## config.mk

```make
export PLATFORM = sky130hd
export DESIGN_NAME = rx_fifo_packet_deframer
export DESIGN_NICKNAME = d
export VERILOG_FILES = /design/src/sv/rxfd_pkg.sv /design/src/sv/rxfd_fifo.sv /design/src/sv/rxfd_deframer.sv /design/src/sv/rx_fifo_packet_deframer.sv
export SDC_FILE = /design/constraint.sdc
export NUM_CORES = 1
export LEC_CHECK = 0
export BUFFER_PORTS_ARGS = -buffer_cell sky130_fd_sc_hd__buf_2
export CORE_MARGIN = 3
export CORE_UTILIZATION = 50
export DETAILED_ROUTE_END_ITERATION = 6
export PLACE_DENSITY = 0.74
export SYNTH_ARGS = -nofsm -noshare
export SYNTH_HDL_FRONTEND = slang
export SYNTH_SLANG_ARGS = --single-unit
```

## constraint.sdc

```tcl
create_clock -name clk -period 2.9 [get_ports clk]
set_clock_uncertainty 0.1 [all_clocks]
set_input_delay 0.58 -clock clk [delete_from_list [all_inputs] [get_ports clk]]
set_output_delay 0.58 -clock clk [all_outputs]
set_load 0.1 [all_outputs]
```

## src/sv/rxfd_pkg.sv

```systemverilog
// rxfd_pkg: shared sizes, codes and types for the receive fifo deframer
// no dependencies; imported by rxfd_fifo, rxfd_deframer and rx_fifo_packet_deframer
`default_nettype none

package rxfd_pkg;

	localparam int FIFO_DEPTH   = 32;
	localparam int PACKET_LIMIT = 32;

	localparam int PTR_W = (FIFO_DEPTH > 1) ? $clog2(FIFO_DEPTH) : 1;
	localparam int LVL_W = $clog2(FIFO_DEPTH + 1);
	localparam int IDX_W = (PACKET_LIMIT > 1) ? $clog2(PACKET_LIMIT) : 1;

	localparam logic [LVL_W-1:0] LVL_FULL = LVL_W'(FIFO_DEPTH);
	localparam logic [PTR_W-1:0] PTR_LAST = PTR_W'(FIFO_DEPTH - 1);
	localparam logic [IDX_W-1:0] IDX_LAST = IDX_W'(PACKET_LIMIT - 1);

	localparam logic [7:0] START_MARKER_RST = 8'd60;
	localparam logic [7:0] END_MARKER_RST   = 8'd62;

	localparam logic KIND_PUSH = 1'b0;
	localparam logic KIND_POLL = 1'b1;

	localparam int CFG_IDX_W = 2;
	localparam logic [CFG_IDX_W-1:0] CFG_START_MARKER = 2'd0;
	localparam logic [CFG_IDX_W-1:0] CFG_END_MARKER   = 2'd1;

	typedef enum logic [2:0] {
		ST_PUSHED     = 3'd0,
		ST_PUSH_DROP  = 3'd1,
		ST_POLL_EMPTY = 3'd2,
		ST_IGNORED    = 3'd3,
		ST_PKT_START  = 3'd4,
		ST_PAYLOAD    = 3'd5,
		ST_COMPLETE   = 3'd6
	} status_t;

	typedef struct packed {
		logic             empty;
		logic             full;
		logic [LVL_W-1:0] level_nxt;
	} fifo_stat_t;

	typedef struct packed {
		status_t          status;
		logic [IDX_W-1:0] index;
		logic [7:0]       data;
		logic [IDX_W-1:0] length;
	} dfr_res_t;

	function automatic logic [PTR_W-1:0] ptr_adv(input logic [PTR_W-1:0] p);
		ptr_adv = (p == PTR_LAST) ? '0 : p + PTR_W'(1);
	endfunction

endpackage

`default_nettype wire

```

## src/sv/rxfd_fifo.sv

```systemverilog
// rxfd_fifo: ring buffer of received bytes that drops the oldest byte when full
// depends on rxfd_pkg for depth, pointer width and status struct
`default_nettype none

module rxfd_fifo
	import rxfd_pkg::*;
(
	input  wire logic       clk,
	input  wire logic       arst_n,
	input  wire logic       push,
	input  wire logic       pop,
	input  wire logic [7:0] wr_data,
	output logic [7:0]      rd_data,
	output fifo_stat_t      stat
);

	logic [7:0]       mem [FIFO_DEPTH];
	logic [PTR_W-1:0] wr_ptr_q, rd_ptr_q;
	logic [LVL_W-1:0] count_q;
	logic [PTR_W-1:0] wr_ptr_nxt, rd_ptr_nxt;
	logic [LVL_W-1:0] count_nxt;
	logic             full;
	logic [7:0]       rd_data_q;

	assign full    = (count_q == LVL_FULL);
	assign rd_data = rd_data_q;

	always_comb begin
		wr_ptr_nxt = wr_ptr_q;
		rd_ptr_nxt = rd_ptr_q;
		count_nxt  = count_q;
		if (push) begin
			wr_ptr_nxt = ptr_adv(wr_ptr_q);
			if (full) begin
				// oldest word is overwritten, read side follows the write side
				rd_ptr_nxt = ptr_adv(wr_ptr_q);
			end else begin
				count_nxt = count_q + LVL_W'(1);
			end
		end else if (pop) begin
			rd_ptr_nxt = ptr_adv(rd_ptr_q);
			count_nxt  = count_q - LVL_W'(1);
		end
	end

	assign stat.empty     = (count_q == '0);
	assign stat.full      = full;
	assign stat.level_nxt = count_nxt;

	// head word is fetched ahead at the next read pointer, with bypass on write
	always_ff @(posedge clk) begin
		if (push) begin
			mem[wr_ptr_q] <= wr_data;
		end
		if (push && (wr_ptr_q == rd_ptr_nxt)) begin
			rd_data_q <= wr_data;
		end else begin
			rd_data_q <= mem[rd_ptr_nxt];
		end
	end

	always_ff @(posedge clk or negedge arst_n) begin
		if (!arst_n) begin
			wr_ptr_q <= '0;
			rd_ptr_q <= '0;
			count_q  <= '0;
		end else begin
			wr_ptr_q <= wr_ptr_nxt;
			rd_ptr_q <= rd_ptr_nxt;
			count_q  <= count_nxt;
		end
	end

endmodule

`default_nettype wire

```

## src/sv/rxfd_deframer.sv

```systemverilog
// rxfd_deframer: start/end marker packet deframer fed one word per pop
// depends on rxfd_pkg for status codes, slot width and result struct
`default_nettype none

module rxfd_deframer
	import rxfd_pkg::*;
(
	input  wire logic       clk,
	input  wire logic       arst_n,
	input  wire logic       pop,
	input  wire logic [7:0] data,
	input  wire logic [7:0] start_marker,
	input  wire logic [7:0] end_marker,
	output dfr_res_t        res
);

	logic             in_pkt_q, in_pkt_nxt;
	logic [IDX_W-1:0] idx_q, idx_nxt;

	always_comb begin
		in_pkt_nxt = in_pkt_q;
		idx_nxt    = idx_q;
		res.status = ST_IGNORED;
		res.index  = '0;
		res.data   = '0;
		res.length = '0;
		if (in_pkt_q) begin
			if (data == end_marker) begin
				res.status = ST_COMPLETE;
				res.index  = idx_q;
				res.length = idx_q;
				in_pkt_nxt = 1'b0;
			end else begin
				res.status = ST_PAYLOAD;
				res.index  = idx_q;
				res.data   = data;
				// index sticks at the last slot once the limit is reached
				if (idx_q != IDX_LAST) begin
					idx_nxt = idx_q + IDX_W'(1);
				end
			end
		end else if (data == start_marker) begin
			res.status = ST_PKT_START;
			idx_nxt    = '0;
			in_pkt_nxt = 1'b1;
		end
	end

	always_ff @(posedge clk or negedge arst_n) begin
		if (!arst_n) begin
			in_pkt_q <= 1'b0;
			idx_q    <= '0;
		end else if (pop) begin
			in_pkt_q <= in_pkt_nxt;
			idx_q    <= idx_nxt;
		end
	end

endmodule

`default_nettype wire

```

## src/sv/rx_fifo_packet_deframer.sv

```systemverilog
// rx_fifo_packet_deframer: top level of the serial receive fifo and packet deframer
// depends on rxfd_pkg, rxfd_fifo and rxfd_deframer
`default_nettype none

// Each input word is either a push of a received byte or a poll that pops one
// byte into the deframer; every word yields exactly one result word. A word
// is taken into an input register, handled combinationally against the fifo and
// deframer state, and lands in a result register; out_valid rises when the word
// moves from the input register into the result register, and one word can be
// accepted every cycle while the result side keeps up. in_ready drops only when the
// result register is held by out_ready low and the input register is occupied. The
// fifo holds 32 bytes and drops the oldest on overflow; the marker registers reset
// to '<' and '>' and may be rewritten through the cfg port, which is always ready.

module rx_fifo_packet_deframer
	import rxfd_pkg::*;
(
	input  wire logic                 clk,
	input  wire logic                 arst_n,
	input  wire logic                 in_valid,
	output logic                      in_ready,
	input  wire logic                 kind,
	input  wire logic [7:0]           rx_byte,
	output logic                      out_valid,
	input  wire logic                 out_ready,
	output logic [2:0]                status,
	output logic [IDX_W-1:0]          store_index,
	output logic [7:0]                store_byte,
	output logic [IDX_W-1:0]          packet_length,
	output logic [LVL_W-1:0]          fifo_level,
	input  wire logic                 cfg_valid,
	output logic                      cfg_ready,
	input  wire logic [CFG_IDX_W-1:0] cfg_index,
	input  wire logic [7:0]           cfg_data
);

	logic [7:0]       start_marker_q, end_marker_q;
	logic             valid_s1;
	logic             kind_s1;
	logic [7:0]       rx_byte_s1;
	logic             adv;
	logic             push, pop;
	logic [7:0]       fifo_rd_data;
	fifo_stat_t       fifo_stat;
	dfr_res_t         dfr_res;
	logic             out_valid_q;
	status_t          status_q, status_nxt;
	logic [IDX_W-1:0] store_index_q, store_index_nxt;
	logic [7:0]       store_byte_q, store_byte_nxt;
	logic [IDX_W-1:0] packet_length_q, packet_length_nxt;
	logic [LVL_W-1:0] fifo_level_q;

	assign cfg_ready = 1'b1;

	always_ff @(posedge clk or negedge arst_n) begin
		if (!arst_n) begin
			start_marker_q <= START_MARKER_RST;
			end_marker_q   <= END_MARKER_RST;
		end else if (cfg_valid) begin
			unique case (cfg_index)
				CFG_START_MARKER: start_marker_q <= cfg_data;
				CFG_END_MARKER:   end_marker_q   <= cfg_data;
				default: ;
			endcase
		end
	end

	assign adv      = valid_s1 && (!out_valid_q || out_ready);
	assign in_ready = !valid_s1 || adv;
	assign push     = adv && (kind_s1 == KIND_PUSH);
	assign pop      = adv && (kind_s1 == KIND_POLL) && !fifo_stat.empty;

	always_ff @(posedge clk or negedge arst_n) begin
		if (!arst_n) begin
			valid_s1 <= 1'b0;
		end else if (in_ready) begin
			valid_s1 <= in_valid;
		end
	end

	always_ff @(posedge clk) begin
		if (in_ready && in_valid) begin
			kind_s1    <= kind;
			rx_byte_s1 <= rx_byte;
		end
	end

	rxfd_fifo u_fifo (
		.clk     (clk),
		.arst_n  (arst_n),
		.push    (push),
		.pop     (pop),
		.wr_data (rx_byte_s1),
		.rd_data (fifo_rd_data),
		.stat    (fifo_stat)
	);

	rxfd_deframer u_dfr (
		.clk          (clk),
		.arst_n       (arst_n),
		.pop          (pop),
		.data         (fifo_rd_data),
		.start_marker (start_marker_q),
		.end_marker   (end_marker_q),
		.res          (dfr_res)
	);

	always_comb begin
		status_nxt        = dfr_res.status;
		store_index_nxt   = dfr_res.index;
		store_byte_nxt    = dfr_res.data;
		packet_length_nxt = dfr_res.length;
		if (kind_s1 == KIND_PUSH || fifo_stat.empty) begin
			store_index_nxt   = '0;
			store_byte_nxt    = '0;
			packet_length_nxt = '0;
			if (kind_s1 == KIND_POLL) begin
				status_nxt = ST_POLL_EMPTY;
			end else if (fifo_stat.full) begin
				status_nxt = ST_PUSH_DROP;
			end else begin
				status_nxt = ST_PUSHED;
			end
		end
	end

	always_ff @(posedge clk or negedge arst_n) begin
		if (!arst_n) begin
			out_valid_q <= 1'b0;
		end else if (adv) begin
			out_valid_q <= 1'b1;
		end else if (out_ready) begin
			out_valid_q <= 1'b0;
		end
	end

	always_ff @(posedge clk) begin
		if (adv) begin
			status_q        <= status_nxt;
			store_index_q   <= store_index_nxt;
			store_byte_q    <= store_byte_nxt;
			packet_length_q <= packet_length_nxt;
			fifo_level_q    <= fifo_stat.level_nxt;
		end
	end

	assign out_valid     = out_valid_q;
	assign status        = status_q;
	assign store_index   = store_index_q;
	assign store_byte    = store_byte_q;
	assign packet_length = packet_length_q;
	assign fifo_level    = fifo_level_q;

	a_stall_only_when_held: assert property (@(posedge clk) disable iff (!arst_n)
		!in_ready |-> (valid_s1 && out_valid_q && !out_ready))
		else $error("input stalled without a held result");

	a_level_bound: assert property (@(posedge clk) disable iff (!arst_n)
		out_valid |-> (fifo_level <= LVL_FULL))
		else $error("fifo level above depth");

	a_complete_fields: assert property (@(posedge clk) disable iff (!arst_n)
		(out_valid && status == ST_COMPLETE) |->
		(store_byte == 8'd0 && store_index == packet_length))
		else $error("completion word with bad terminator or length");

	a_no_pop_empty: assert property (@(posedge clk) disable iff (!arst_n)
		pop |-> !fifo_stat.empty)
		else $error("pop from empty fifo");

endmodule

`default_nettype wire
```

==> flow_summary_export.csv, run 1 <==
group,metric,value,unit
setup_path,slowest_delay,0.56,ns
detailed_routing,ant_nets,0,
die,die_w,172,um
logic_synthesis,synth-edff-count,292,
die,io_pins,54,
finish,drive_above_1_share,36.7,%
placement,placedCellCount,1235,
setup_path,reg2regPathDepth,11,
timing,fin_setup_tns,-6.27,ns
detailed_routing,drt_iter0_markers,885,
clock_tree,htreeDepth,2,
detailed_routing,wire_per_inst,23.3,um
clock_tree,cts_sinks,337,
clock_tree,numCtsBuffers,35,
setup_path,arrival,3.47,ns
clock_tree,clk_latency,0.51,ns
logic_synthesis,yosysWarnings,0,
timing,hold_viol_final,0,
logic_synthesis,yosysSeqAreaShare,71.8,%
grt,grt_usage,20.8,%
worst_hold_path,hp-class,"primary input to flop",
timing,fin_crit,3.22,ns
setup_path,worstPathCellList,"buf_12, buf_12, mux4_2, mux4_2, mux2i_4, xnor2_1, nor4_2, and4_4, buf_6, nor2_1, nor2_1",
run_status,status,"finished, violations left",
grt,grt_max_degree,33,
worst_hold_path,hold-path-cell-count,1,
power,cellLeakagePower,5.98,nW
die,initial_core_util,50.9,%
logic_synthesis,ys.flop_type,"edfxtp_1",
detailed_routing,wl,30700,um
setup_path,cp-end-kind,"flop",
finish,n_antenna_cell,0,
logic_synthesis,synth_area_per_cell,18.1,um2
die,die_area,0.0295,mm2
timing,period_share,111,%
logic_synthesis,synth_area,0.0138,mm2
placement,io_buffers,52,
logic_synthesis,yosysMostFrequentCell,"edfxtp_1",
timing,hold_slack,0.145,ns
finish,area_delta_synth_final,21.1,%
logic_synthesis,yosys_register_bits,337,
worst_hold_path,min_from,"rx_byte[0]",
placement,place.gp.congestion,0.879,
die,rows,60,
detailed_routing,remaining_drc_errors,0,
detailed_routing,vias,7673,
setup_path,cp_max_fo,8,
setup_path,crit_type,"flop to flop",
grt,grt_overflow,0,
setup_path,rr_endpoint,"status[2]",
grt,grt_pass1_vias,7701,
detailed_routing,dr.pass1.iters,7,
logic_synthesis,synth_fp_nets,794,
clock_tree,clk_pin_slew_worst_paths,0.06,ns
timing,worst_slew_pin_slew,1.16,ns
run,cap_violations,0,
power,p_per_area,910,mW/mm2
logic_synthesis,post-synth-top-area-cell,"edfxtp_1",
timing,slew_violations,0,
die,fp.dieH,172,um
setup_path,worst_path_max_delay_cell,"mux4_2",
timing,worst_slack,-0.324,ns
power,ir_drop,548,uV
timing,max_slew_margin,22.3,%
power,p_total,0.0152,W
finish,fin_nets,992,
setup_path,rrSetupSlack,-0.32,ns
setup_path,start_kind,"flop",
clock_tree,clockBufferDepth,3,
setup_path,required,3.15,ns
finish,final_cells,1321,
logic_synthesis,synth_cells,758,
grt,grt_pass1_wl,45800,um
timing,timing.fmax,310,MHz
run_status,violations,"setup timing",
timing,setup_violations,22,
logic_synthesis,ys_types,64,
timing,rsz0062_at_grt,"yes",
die,core-area,0.0270,mm2
placement,dp_slack,-0.417,ns
logic_synthesis,synth-async-reset-ratio,11.9,%
detailed_routing,avgViaCountPerCell,5.81,
placement,place_hpwl,19700,um
grt,antenna_found_initial,0,
clock_tree,clockRootBuffer,"clkbuf_16",
clock_tree,cts_tree,"built",
logic_synthesis,synth_common_cells,"edfxtp_1 (292), nor2_1 (57), mux4_2 (41), dfrtp_1 (31), mux2i_1 (28)",
logic_synthesis,synthTopCellsByArea,"edfxtp_1 (64%), mux4_2 (6.7%), dfrtp_1 (5.6%)",
logic_synthesis,yosysTopAreaCellShare,63.8,%
worst_hold_path,hold_end,"rx_byte_s1[0]",
[cells by family (layout without fill, tap and decap cells)]
kind of cell             after synthesis  after routing  share of synthesized area [%]
flip-flops                           337            337                           71.8
AND/OR/NAND/NOR                      167            167                           6.35
multiplexers                         108            108                           14.1
AO/OA/AOI/OAI                         66             66                           3.36
buffers and inverters                 47            269                           1.98
XOR/XNOR                              20             20                           1.27
adder cells (fa/ha/maj)               12             12                           1.09
other                                  1              1                         0.0273
[report_power, final]
group / switching [W] / internal, W / leakage, nW / total [W]
clock network: 0.00177 / 0.00260 / 0.556 / 0.00437
registers: 0.000347 / 0.00564 / 3.17 / 0.00599
logic: 0.00246 / 0.00234 / 2.25 / 0.00480
[timing repair]
item,CTS,global route
hold buffers,1,0
cloned,0,2
setup buffers,13,9
pin swaps,4,4
endpoints found under the setup margin,22,22
hold endpoints to repair,15,0
gates resized for setup,12,13
[how the worst max path moves through the flow]
stage	start	endpoint	slack (ns)	cells after the start
2_1_floorplan	flop	status[0]	-0.12	11
3_3_place_gp	flop	u_dfr.idx_q[3]	-0.38	9
3_5_place_dp	flop	u_dfr.idx_q[3]	-0.42	9
4_1_cts	flop	u_dfr.idx_q[4]	-0.32	10
5_1_grt	flop	status[1]	-0.46	11
6_report	flop	status[2]	-0.32	11
[sequential cells by signal (all words and copies together), names as in the netlist, 6 cells and up, named ones only]
| register | flops |
|---|---|
| fifo_level | 6 |
| u_fifo.count_q | 6 |
| start_marker_q | 8 |
| end_marker_q | 8 |
| rx_byte_s1 | 8 |
| store_byte | 8 |
| u_fifo.mem | 256 |
[cell usage in the layout (no fill, tap or decap), types with 5 or more instances in the layout]
master     Yosys  layout
or3_1          5       5
buf_12         2       9
a22oi_1        6       6
nand3b_1       7       7
clkinv_1       0       5
dfstp_2        9       9
nand3_1       14      13
and3_1         8       8
clkbuf_1      13       5
ha_1          12      12
xnor2_1        7       5
o211ai_1       6       6
clkinv_2       0       8
a31oi_1        6       5
buf_2          9      52
inv_1         13      12
and2_1        10      10
dfrtp_1       31      30
nand2b_1       6       5
clkbuf_16      0      40
a21oi_1        8       8
mux4_2        41      56
edfxtp_1     292     292
mux2i_1       28      28
o21ai_0       12      11
buf_6          5       6
mux2_2        17      17
nand2_1       27      27
nor2b_1        5       5
nor2_1        57      57
buf_4          4     124
xor2_1        13      12
[stage by stage]
step | utilization (%) | area (um2)
after floorplan | - | 13800
after global placement | 56.1 | 15200
after detailed placement | 56.1 | 15200
after CTS | 61.0 | 16500
after global routing | 61.6 | 16700
final | 61.6 | 16700
[critical path, delay by kind of cell, from the launching register on]
kind	cells	cell delay, ns
mux	3	1.28
simple gates	4	0.82
buf+inv	3	0.39
flops	1	0.36
xor+xnor	1	0.10
[metal layers]
layer  up-vias  share of wire, %  GRT usage, %  wire length, um
li1       3388                 -             -                -
met1      3868                39          27.4            12100
met2       344                50          34.6            15200
met3        73               7.6          4.50             2330
met4         0               3.4          7.64             1050
met5         -                 0             0                0
[final cells by class]
| type | count | area (um2) |
|---|---|---|
| inverter | 13 | 52.6 |
| fill | 1869 | 10400 |
| clock inverter | 16 | 126 |
| multi-input combinational | 374 | 3650 |
| sequential | 337 | 9890 |
| timing repair buffer | 195 | 1510 |
| tap | 341 | 427 |
| clock buffer | 45 | 997 |
(Power assumes the default switching activity.)
==> run 2, diff against run 1 <==
- CORE_UTILIZATION: 50 -> 45
- CTS_CLUSTER_SIZE: default -> 24
- PLACE_DENSITY: 0.74 -> 0.66
- clock period: 2.9 -> 3.5 ns (I/O delays scaled with it)
==> flow_summary_export.csv, run 2 (same netlist as run 1, synthesis figures left out) <==
group,metric,value,unit
clock_tree,htreeDepth,2,
finish,fin_nets,916,
detailed_routing,wl,30700,um
clock_tree,cts_sinks,337,
timing,worst_slew_pin_slew,1.23,ns
power,netSwitchingFraction,30.8,%
clock_tree,clockRootBuffer,"clkbuf_16",
clock_tree,cts_setup_buffers,0,
grt,grt_pass1_vias,7382,
placement,place.gp.congestion,0.826,
timing,fin_crit,3.36,ns
clock_tree,clk_pin_slew_worst_paths,0.06,ns
power,p_int,0.00808,W
finish,top_register,"u_fifo.mem",
setup_path,rrSetupSlack,0.14,ns
grt,grt_max_degree,41,
power,combPwrFrac,27.1,%
grt,grt_usage,18.7,%
setup_path,crit_type,"flop to flop",
die,initial_core_util,46.0,%
placement,place_hpwl,19900,um
setup_path,worstPathCellList,"buf_12, mux4_1, mux4_2, mux2i_4, xor2_1, nand3_1, nor4_4, buf_6, nand2_1, a31oi_1",
power,p_per_area,730,mW/mm2
die,die_area,0.0327,mm2
finish,fin_area,0.0160,mm2
clock_tree,numCtsBuffers,35,
finish,area_delta_synth_final,16.2,%
setup_path,cp_max_fo,15,
worst_hold_path,hp-class,"primary input to async pin",
setup_path,worst_path_max_delay_cell,"mux4_1",
finish,final_cell_mix,"edfxtp_1 (292), buf_4 (58), nor2_1 (57)",
timing,hold_viol_final,0,
detailed_routing,vias,7291,
finish,layout_commonest_cell,"edfxtp_1",
power,seqPwrFrac,42.9,%
power,cellLeakagePower,5.59,nW
placement,io_buffers,52,
placement,dpl_cell_area,0.0149,mm2
grt,grt_pass1_wl,46400,um
finish,n_antenna_cell,0,
power,pwr-share-clk,30.1,%
timing,rsz0062_at_grt,"no",
timing,setup_violations,0,
detailed_routing,dr.pass1.iters,7,
die,core-area,0.0299,mm2
detailed_routing,wire_per_inst,23.7,um
timing,timing.fmax,297,MHz
die,rows,63,
detailed_routing,drt_iter0_markers,761,
clock_tree,cts_tree,"built",
timing,period_share,96.1,%
die,fp.dieH,181,um
grt,grt_overflow,0,
clock_tree,clockBufferDepth,3,
power,ir_drop,486,uV
setup_path,slowest_delay,0.60,ns
setup_path,rr_endpoint,"status[1]",
detailed_routing,avgViaCountPerCell,5.63,
detailed_routing,remaining_drc_errors,0,
detailed_routing,ant_nets,0,
power,p_switching,0.00360,W
setup_path,start_kind,"flop",
clock_tree,clk_latency,0.51,ns
timing,fin_setup_tns,0,ns
setup_path,reg2regPathDepth,10,
timing,max_slew_margin,18.0,%
setup_path,arrival,3.60,ns
finish,drive_above_1_share,28.1,%
run,cap_violations,0,
die,io_pins,54,
die,die_w,181,um
setup_path,required,3.74,ns
setup_path,cp-end-kind,"flop",
run_status,status,"finished, final reports clean",
grt,antenna_found_initial,0,
finish,largest_reg_flops,256,
timing,slew_violations,0,
[run 2: metal layers]
| layer | part of all wire [%] | GRT usage, % |
|---|---|---|
| met2 | 49 | 30.4 |
| met3 | 5.6 | 3.06 |
| met1 | 43 | 26.6 |
| met4 | 2.3 | 4.82 |
| met5 | 0 | 0 |
[run 2: worst max-delay path by stage]
stage,endpoint,slack [ns]
3_3_place_gp,store_byte[5],0.11
6_report,status[1],0.14
5_1_grt,status[1],0.03
3_5_place_dp,store_byte[2],0.12
4_1_cts,store_byte[2],0.09
2_1_floorplan,u_dfr.idx_q[2],0.26
[run 2: metrics by stage]
step	hold slack [ns]	cells	utilization, %	setup slack [ns]	power (W)
6_report	0.246	1296	53.5	0.135	0.0117
5_1_grt	0.251	1296	53.5	0.0346	0.0121
4_1_cts	0.248	1295	53.3	0.0872	0.0117
3_5_place_dp	0.396	1232	49.7	0.119	0.00820
3_3_place_gp	0.373	1232	49.7	0.111	0.00817
2_1_floorplan	0.304	758	-	0.264	0.00728
[run 2: power groups by stage]
stage | registers [W] | logic [W] | clock network, W
after floorplan | 0.00520 | 0.00208 | 0
after detailed placement | 0.00507 | 0.00313 | 0
after global routing | 0.00504 | 0.00337 | 0.00373
final | 0.00500 | 0.00316 | 0.00351
after CTS | 0.00499 | 0.00315 | 0.00358
after global placement | 0.00506 | 0.00311 | 0
[run 2: critical path: cells and delay by family (launching register included)]
| family | cells | cell delay, ns |
|---|---|---|
| AND/OR/NAND/NOR | 3 | 0.51 |
| AO/OA/AOI/OAI | 1 | 0.21 |
| flip-flops | 1 | 0.41 |
| XOR/XNOR | 1 | 0.19 |
| multiplexers | 3 | 1.38 |
| buffers and inverters | 2 | 0.39 |
[run 2: final cells by class]
class,instances,area [um2]
inverter,13,48.8
fill,2345,13900
clock inverter,19,124
sequential,337,9890
timing repair buffer,119,863
multi-input combinational,374,3610
tap,390,488
clock buffer,44,962
[run 2: what timing repair did]
item	in CTS	in global routing
setup endpoints to repair	0	11
hold buffers	0	0
gates resized for setup	0	5
==> run 3, diff against run 2 <==
- CELL_PAD_IN_SITES_DETAIL_PLACEMENT: default -> 1
- CELL_PAD_IN_SITES_GLOBAL_PLACEMENT: default -> 2
- PLACE_DENSITY: 0.66 -> 0.81
==> flow_summary_export.csv, run 3 (same netlist as run 1, synthesis figures left out) <==
group,metric,value,unit
run_status,status,"finished, final reports clean",
setup_path,worst_path_max_delay_cell,"mux4_1",
finish,largest_reg_flops,256,
die,rows,63,
clock_tree,cts_sinks,337,
power,seqPwrFrac,41.4,%
placement,place.gp.congestion,0.825,
setup_path,cp_max_fo,10,
clock_tree,clk_latency,0.53,ns
timing,fin_setup_tns,0,ns
finish,top_register,"u_fifo.mem",
power,pwr-share-clk,31.0,%
placement,place_hpwl,22400,um
setup_path,arrival,3.51,ns
clock_tree,clk_pin_slew_worst_paths,0.06,ns
detailed_routing,wire_per_inst,26.0,um
die,core-area,0.0299,mm2
power,combPwrFrac,27.5,%
setup_path,start_kind,"flop",
detailed_routing,remaining_drc_errors,0,
power,p_per_area,753,mW/mm2
die,fp.dieH,181,um
setup_path,slowest_delay,0.59,ns
timing,hold_viol_final,0,
setup_path,worstPathCellList,"buf_12, mux4_1, mux4_2, mux2i_4, xnor2_1, nor4_2, nand4_1, nand2_1, o221ai_1",
detailed_routing,vias,7495,
timing,setup_violations,0,
setup_path,reg2regPathDepth,9,
setup_path,required,3.64,ns
timing,period_share,96.1,%
grt,grt_pass1_vias,8133,
timing,worst_slew_pin_slew,1.16,ns
detailed_routing,avgViaCountPerCell,5.79,
timing,timing.fmax,297,MHz
timing,max_slew_margin,22.9,%
timing,slew_violations,0,
power,ir_drop,281,uV
clock_tree,cts_tree,"built",
grt,grt_max_degree,41,
clock_tree,clockBufferDepth,3,
timing,fin_crit,3.36,ns
power,p_int,0.00836,W
die,die_w,181,um
grt,antenna_found_initial,0,
setup_path,cp-end-kind,"flop",
finish,drive_above_1_share,28.3,%
clock_tree,clockRootBuffer,"clkbuf_16",
grt,grt_pass1_wl,51400,um
finish,fin_util,53.7,%
die,io_pins,54,
run,cap_violations,0,
finish,fillers,2734,
detailed_routing,ant_nets,0,
die,initial_core_util,46.0,%
finish,area_delta_synth_final,16.6,%
detailed_routing,wl,33700,um
timing,rsz0062_at_grt,"yes",
setup_path,rrSetupSlack,0.14,ns
grt,grt_usage,20.8,%
clock_tree,numCtsBuffers,36,
detailed_routing,dr.pass1.iters,4,
setup_path,rr_endpoint,"status[0]",
placement,io_buffers,52,
power,netSwitchingFraction,30.7,%
finish,fin_nets,919,
worst_hold_path,hp-class,"primary input to async pin",
finish,final_cell_mix,"edfxtp_1 (292), buf_4 (62), nor2_1 (57)",
die,die_area,0.0327,mm2
grt,grt_overflow,0,
power,cellLeakagePower,5.61,nW
finish,layout_commonest_cell,"edfxtp_1",
setup_path,crit_type,"flop to flop",
power,p_switching,0.00371,W
clock_tree,htreeDepth,2,
detailed_routing,drt_iter0_markers,642,
timing,hold_slack,0.228,ns
finish,n_antenna_cell,0,
[run 3: cell types whose count changed in the layout (fill, tap and decap cells not counted), moves of 2 or more]
cell / previous run / this run
buf_4: 58 / 62
clkbuf_8: 1 / 3
clkinvlp_4: 2 / 0
clkinv_1: 7 / 5
clkinv_2: 7 / 3
bufinv_16: 1 / 4
clkbuf_16: 38 / 36
[run 3: final cells by class]
| cell class | instances | area, um2 | share of cell area, % |
|---|---|---|---|
| Sequential cell | 337 | 9890 | 61.7 |
| Multi-Input combinational cell | 374 | 3610 | 22.5 |
| Clock buffer | 46 | 968 | 6.04 |
| Timing Repair Buffer | 121 | 857 | 5.34 |
| Tap cell | 390 | 488 | 3.04 |
| Clock inverter | 14 | 179 | 1.12 |
| Inverter | 13 | 48.8 | 0.304 |
[run 3: stage by stage]
stage               area, um2  power [W]  instances  worst slack, ns
floorplan               13800    0.00728        758            0.264
global placement        14900    0.00821       1233            0.139
detailed placement      14900    0.00835       1233           0.0503
CTS                     16000     0.0121       1293           0.0285
global route            16000     0.0126       1295          -0.0614
finish                  16000     0.0121       1295            0.135
[run 3: power groups by stage]
stage	clock (W)	sequential (W)	combinational, W
4_1_cts	0.00382	0.00502	0.00328
5_1_grt	0.00400	0.00504	0.00353
3_5_place_dp	0	0.00509	0.00325
3_3_place_gp	0	0.00506	0.00314
6_report	0.00375	0.00500	0.00332
2_1_floorplan	0	0.00520	0.00208
[run 3: how the worst max path moves through the flow]
stage / from / end / slack [ns]
after floorplan: out_valid / u_dfr.idx_q[2] / 0.26
after global placement: flop / u_dfr.idx_q[0] / 0.14
after detailed placement: flop / status[0] / 0.05
after CTS: flop / status[0] / 0.03
after global routing: flop / status[0] / -0.06
final: flop / status[0] / 0.14
[run 3: per-layer routing]
layer / vias to the layer above / share of wire [%] / GRT usage, %
met5: - / 0 / 0
met4: 0 / 2.2 / 5.56
met3: 62 / 6.3 / 4.71
met2: 253 / 51 / 35.3
met1: 3920 / 41 / 27.2
li1: 3260 / - / -
[run 3: worst max-delay path, delay by kind of cell, from the launching register on]
kind / cells / cell delay [ns]
buffers and inverters: 1 / 0.17
AND/OR/NAND/NOR: 3 / 0.75
AO/OA/AOI/OAI: 1 / 0.15
flip-flops: 1 / 0.43
multiplexers: 3 / 1.38
XOR/XNOR: 1 / 0.12
[run 3: timing repair]
item	CTS	global route
hold buffers	0	0
setup endpoints to repair	0	20
resized for setup	0	4
setup buffers	0	2
